$ cat src/hw/rtl/windowed_crest_factor_assert.svh
// ----------------------------------------------------------------------------
// Assertion macros for the windowed crest factor block
// Shared property forms, clocked on the rising edge with an active-low reset.
// ----------------------------------------------------------------------------
`ifndef WINDOWED_CREST_FACTOR_ASSERT_SVH
`define WINDOWED_CREST_FACTOR_ASSERT_SVH

// Same-cycle implication.
`define WCF_ASSERT_NOW(lbl, clk, rst_n, ante, cons, msg) \
  lbl: assert property (@(posedge clk) disable iff (!rst_n) (ante) |-> (cons)) \
    else $error(msg);

// Next-cycle implication.
`define WCF_ASSERT_NEXT(lbl, clk, rst_n, ante, cons, msg) \
  lbl: assert property (@(posedge clk) disable iff (!rst_n) (ante) |=> (cons)) \
    else $error(msg);

`endif

$ cat src/hw/rtl/wcf_pkg.sv
// ----------------------------------------------------------------------------
// wcf_pkg
// Shared constants and controller/datapath interface types.
// ----------------------------------------------------------------------------
`timescale 1ns / 1ps

package wcf_pkg;

  localparam int DefMaxWindow  = 1024;
  localparam int DefSampleBits = 24;

  localparam int LenW     = 11;
  localparam int LenReset = 1024;

  localparam int CrestW    = 23;
  localparam int CrestFrac = 12;
  localparam logic [CrestW-1:0] CrestOne = CrestW'(4096);
  localparam logic [CrestW-1:0] CrestMax = {CrestW{1'b1}};

  localparam int DivCntW = $clog2(CrestW);

  typedef struct packed {
    logic cfg_wr;
    logic accept;
    logic scan_rd;
    logic mul;
    logic prep;
    logic div_step;
    logic load_out;
  } cmd_t;

  typedef struct packed {
    logic scan_last;
    logic skip_div;
    logic div_last;
  } status_t;

endpackage

$ cat src/hw/rtl/wcf_ctrl.sv
// ----------------------------------------------------------------------------
// wcf_ctrl
// Sequencer: accept, window scan, multiply, serial divide, result handoff.
// ----------------------------------------------------------------------------
`timescale 1ns / 1ps

module wcf_ctrl (
  input  logic             clk_i,
  input  logic             rst_ni,
  input  logic             in_valid_i,
  output logic             in_stall_o,
  input  logic             gate_i,
  output logic             out_valid_o,
  input  logic             out_stall_i,
  input  logic             cfg_valid_i,
  output logic             cfg_ready_o,
  output wcf_pkg::cmd_t    cmd_o,
  input  wcf_pkg::status_t status_i
);

  typedef enum logic [2:0] {
    StIdle,
    StScan,
    StDrain,
    StMul,
    StPrep,
    StDiv,
    StOut
  } state_e;

  state_e state_q, state_d;
  logic   out_valid_q, out_valid_d;

  always_comb begin
    state_d     = state_q;
    out_valid_d = out_valid_q;
    cmd_o       = '0;
    if (!out_stall_i) begin
      out_valid_d = 1'b0;
    end
    case (state_q)
      StIdle: begin
        // an offered input beat wins over a config write in the same cycle
        cmd_o.cfg_wr = cfg_valid_i && !in_valid_i;
        if (in_valid_i) begin
          cmd_o.accept = 1'b1;
          state_d      = gate_i ? StScan : StOut;
        end
      end
      StScan: begin
        cmd_o.scan_rd = 1'b1;
        if (status_i.scan_last) begin
          state_d = StDrain;
        end
      end
      StDrain: begin
        state_d = StMul;
      end
      StMul: begin
        cmd_o.mul = 1'b1;
        state_d   = StPrep;
      end
      StPrep: begin
        cmd_o.prep = 1'b1;
        state_d    = status_i.skip_div ? StOut : StDiv;
      end
      StDiv: begin
        cmd_o.div_step = 1'b1;
        if (status_i.div_last) begin
          state_d = StOut;
        end
      end
      StOut: begin
        // output register must be free or draining this cycle
        if (!out_valid_q || !out_stall_i) begin
          cmd_o.load_out = 1'b1;
          out_valid_d    = 1'b1;
          state_d        = StIdle;
        end
      end
      default: begin
        state_d = StIdle;
      end
    endcase
  end

  always_ff @(posedge clk_i or negedge rst_ni) begin
    if (!rst_ni) begin
      state_q     <= StIdle;
      out_valid_q <= 1'b0;
    end else begin
      state_q     <= state_d;
      out_valid_q <= out_valid_d;
    end
  end

  assign in_stall_o  = (state_q != StIdle);
  assign cfg_ready_o = (state_q == StIdle) && !in_valid_i;
  assign out_valid_o = out_valid_q;

endmodule

$ cat config.mk
export PLATFORM = sky130hd
export DESIGN_NAME = wcf_ctrl
export DESIGN_NICKNAME = d
export VERILOG_FILES = /design/src/hw/rtl/windowed_crest_factor_assert.svh /design/src/hw/rtl/wcf_pkg.sv /design/src/hw/rtl/wcf_ctrl.sv
export SDC_FILE = /design/constraint.sdc
export NUM_CORES = 1
export LEC_CHECK = 0
export BUFFER_PORTS_ARGS = -buffer_cell sky130_fd_sc_hd__buf_2
export CAP_MARGIN = 40
export CORE_AREA = 5 5 42 44
export DETAILED_ROUTE_END_ITERATION = 8
export DIE_AREA = 0 0 47 49
export PLACE_DENSITY = 0.47
export SYNTH_ARGS = -nofsm -noshare
export SYNTH_HDL_FRONTEND = slang
export SYNTH_SLANG_ARGS = --single-unit
export TNS_END_PERCENT = 100
$ cat constraint.sdc
create_clock -name clk_i -period 1.83 [get_ports clk_i]
set_input_delay 0.0915 -clock clk_i [delete_from_list [all_inputs] [get_ports clk_i]]
set_output_delay 0.0915 -clock clk_i [all_outputs]
set_load 0.01 [all_outputs]
======== Yosys cells after proc, flatten, opt, wreduce, memory -nomap -nowiden ========
Cells that the tools add are included.
word-level totals
  output and inout bits ................... 10
  register bits ........................... 4
  bits of input ports ..................... 9
  logic and storage cells ................. 39
operators by class
  multiplexer cells ....................... 18
  reduce and logical (&&, ||, !) cells .... 9
  eq/ne operators ......................... 10
operator list
  operator            count
  $pmux 3 s7          1
  $mux 3              5
  $mux 1              10
  $eq 3x3->1 const B  3
  $ne 2x2->1 const B  4
  $eq 3x2->1 const B  2
  $mux 2              2
  $reduce_and 4->1    1
  $eq 3x1->1 const B  1
  $logic_not 1->1     3
  $logic_not 3->1     1
  $reduce_bool 3->1   1
  $logic_and 1x1->1   2
  $logic_or 1x1->1    1

======== Logic depth before layout (Yosys ltp) ========
  depth after elaboration ................. 4
  depth in mapped cells ................... 4
  gate-level depth less buffers ........... 3

======== Worst setup path before layout ========
Ideal clock, no wire load.
  path kind ............................... register to output
  start ................................... register state_q[2]
  end ..................................... output port cmd_o[6] (netlist bit)
  path slack .............................. 0.645 ns
  arrival ................................. 1.093 ns
  required time ........................... 1.738 ns
  cell stages (with the launch flop) ...... 4
  path buffers ............................ 0
  cell sequence ........................... dfrtp_1 or3_4 nor2_4 and2_1
RTL lines
  item                    line            RTL
  start, declared         wcf_ctrl.sv:31  state_e state_q, state_d;
  start signal, assigned  wcf_ctrl.sv:89  state_q <= StIdle;
  start signal, assigned  wcf_ctrl.sv:92  state_q <= state_d;
  end, declared           wcf_ctrl.sv:17  output wcf_pkg::cmd_t cmd_o,

==> summary.md <==
| Metric | Value |
|---|---|
| Status | `finished clean` |
| Cell count after placement | `68` |
| Initial antenna violation count | `0` |
| DR WL/cell | `10.8 microns` |
| Post-synthesis register bit count | `4` |
| Initial Util | `0.216` |
| Crit end category | `primary output` |
| Pin count of the biggest net entering global routing | `14` |
| Largest stage delay on the critical path | `0.49 ns` |
| WP data required | `1.74 ns` |
| Post-synth EDFFs | `0` |
| Cell count after synthesis | `37` |
| Primary FF master, synth | `dfrtp_1` |
| Die X | `47 microns` |
| Worst skew pair latency | `0.23 ns` |
| Slew @ Worst Pin | `between 0.3 and 0.4 ns` |
| Final wirelength | `775 microns` |
| DR pass1 iterations | `3` |
| Ranking of synthesized cells by area | `dfrtp_1 33%, and3b_1 5.8%, a21oi_1 5.0%` |
| Slew margin rel. | `0.770` |
| Net Sw Frac | `0.434` |
| F_max | `0.623 GHz` |
| Sw power | `0.298 mW` |
| Port bufs | `18` |
| Setup bufs post-CTS | `0` |
| Cell Area, Placed | `398 sq um` |
| FP Rows | `14` |
| Clock sinks | `4` |
| Top Family by Delay on Critical Path | `simple AND/OR/NAND/NOR gates` |
| Root buf cell | `clkbuf_4` |
| First-pass GRT wire length | `1.16 mm` |
| Hold Vio Cnt, Final | `0` |
| DRC violation total after the first TritonRoute iteration | `4` |
| Power Internal | `0.388 mW` |
| Setup crit start kind | `flop` |
| Die area | `roughly 2300 sq um` |
| Fill count | `158` |
| CTS H-tree depth | `1` |
| Period minus WS final | `1.60 ns` |
| Synth warn | `0` |
| Max Slew Vio Count | `0` |
| Hold-fix buffers, CTS | `1` |
| Clock group share of total power | `0.151` |
| CP bufs+invs | `1` |
| Post-synthesis cell area | `303 sq um` |
| Top-count cell post-synth | `dfrtp_1` |
| Nets | `67` |
| Area growth from synthesis to layout | `42.1%` |
| Core outline area | `1400 sq um` |
| I/O pin count | `19` |
| WS Path Type | `reg2out` |
| Clock slew at reported path FFs | `0.04 ns` |
| DP HPWL | `613 microns` |
| Yosys top cell by area | `dfrtp_1` |
| RSZ-0062 raised after global routing | `false` |
| Final Non-Filler Cells | `72` |
| Tot GR Track Use | `0.0693` |
| VDD IR-drop max | `568 uV` |
| Antenna-violating nets left | `0` |
| Number of max-cap violations | `0` |
| GP Congestion | `0.617` |
| Worst clock skew | `0.00170 ns` |
| CTS tree | `done` |
| Number of global-route vias before repair | `~290` |
| Top cells by count, synth | `4 x dfrtp_1, 3 x a21oi_1, 3 x buf_2, 3 x nand2_1, 3 x nor2_1` |
| Bufs on Longest Clock Path | `2` |
| P_leak | `0.228 nW` |
| Setup TNS | `0 ns` |
| Design area | `430 sq um` |
| Pwr per Cell Area | `around 1600 nW/um^2` |
| Post-synth top area share | `0.331` |
| Drt drc | `0` |
| Final setup fails | `0` |
| Share of layout cells above drive strength 1 | `0.411` |
| Mapped Avg Cell Area | `slightly above 8 sq um` |
| Die Ht | `about 49 microns` |
| Flop pwr share | `0.348` |
| Yosys cell types | `21` |
| Synth async-reset ratio | `1.00` |
| CP cell instances | `or3_4, nor2_4, and2_1, buf_2` |
| Reg-to-reg setup timing slack | `about 0.57 ns` |
| Combinational group share of total power | `0.501` |
| Vias | `316` |
| Worst Hold Class | `in2reg` |
| CP Max Fanout | `13` |
| CTS buffer count | `3` |
| Tcrit/Tclk final | `0.877` |
| Resized Gates After CTS | `0` |
| WHS | `0.112 ns` |
| Register area share after synthesis | `0.331` |
| Crit-path slowest cell | `dfrtp_1` |
| WP data arrival | `1.51 ns` |
| Total global routing overflow | `0` |
| Syn nets | `46` |
| Diode count | `0` |
| Vias per inst | `approximately 4.4` |
==> worst reg2reg max path: cells and delay by family (launching register included) <==
| kind | cells | cell delay [ns] |
|---|---|---|
| compound gates | 1 | 0.18 |
| flops | 1 | 0.49 |
| simple gates | 1 | 0.47 |
==> state kept, by name (all words and copies together), names as in the netlist <==
register and count:
state_q 3, out_valid_o 1
==> per-layer routing <==
| layer | GRT usage | vias up | wire length [microns] |
|---|---|---|---|
| li1 | - | 169 | - |
| met4 | 0.0553 | 0 | 0 |
| met5 | 0 | - | 0 |
| met3 | 0.0111 | 0 | 50 |
| met2 | 0.0973 | 7 | 376 |
| met1 | 0.0891 | 140 | 348 |
==> placed cells by master, fill, tap and decap left out, drive strengths merged, types with 2 or more instances in the layout <==
| cell | instances |
|---|---|
| nand2b | 2 |
| dfrtp | 4 |
| a21oi | 3 |
| and3b | 2 |
| nand2 | 3 |
| clkbuf | 3 |
| o21ai | 3 |
| nor2 | 4 |
| nand3 | 2 |
| and2 | 2 |
| buf | 18 |
==> logic make-up (layout without fill, tap and decap cells) <==
group / count (synthesis) / count (layout) / synth area share
and+or+nand+nor: 18 / 18 / 0.372
buffers and inverters: 4 / 23 / 0.0620
DFF: 4 / 4 / 0.331
AOI/OAI and AO/OA: 11 / 11 / 0.236
==> power by group through the flow <==
stage | clock network, mW | registers, mW | logic, mW
after floorplan | 0 | 0.167 | 0.309
after global routing | 0.113 | 0.253 | 0.386
after global placement | 0 | 0.237 | 0.350
after CTS | 0.111 | 0.236 | 0.353
final | 0.104 | 0.238 | 0.344
after detailed placement | 0 | 0.237 | 0.350
==> final timing paths <==
kind,start,to,cells past startpoint
hold / removal,out_stall_i,out_valid_o$_DFF_PN0_,3
setup reg to reg,state_q[2]$_DFFE_PN0P_,state_q[1]$_DFFE_PN0P_,2
setup / recovery,state_q[2]$_DFFE_PN0P_,cmd_o[6],4
hold reg to reg,out_valid_o$_DFF_PN0_,out_valid_o$_DFF_PN0_,2
max in group asynchronous,rst_ni,state_q[0]$_DFFE_PN0P_,2
min in group asynchronous,rst_ni,state_q[2]$_DFFE_PN0P_,2
==> layout make-up <==
| type | count | area, sq um | share of cell area |
|---|---|---|---|
| inverter | 1 | 3.75 | 0.00872 |
| multi-input combinational | 29 | 184 | 0.427 |
| tap | 16 | 20.0 | 0.0465 |
| timing repair buffer | 19 | 100 | 0.233 |
| sequential | 4 | 100 | 0.233 |
| clock buffer | 3 | 22.5 | 0.0523 |
==> through the flow <==
step | total power, mW | utilization | setup WS [ns]
6_report | 0.686 | 0.307 | 0.225
5_1_grt | 0.752 | 0.307 | 0.146
4_1_cts | 0.700 | 0.307 | 0.216
3_5_place_dp | 0.587 | 0.284 | 0.465
3_3_place_gp | 0.587 | 0.284 | 0.487
2_1_floorplan | 0.476 | - | 0.645
Power figures use the tool's default switching activity.
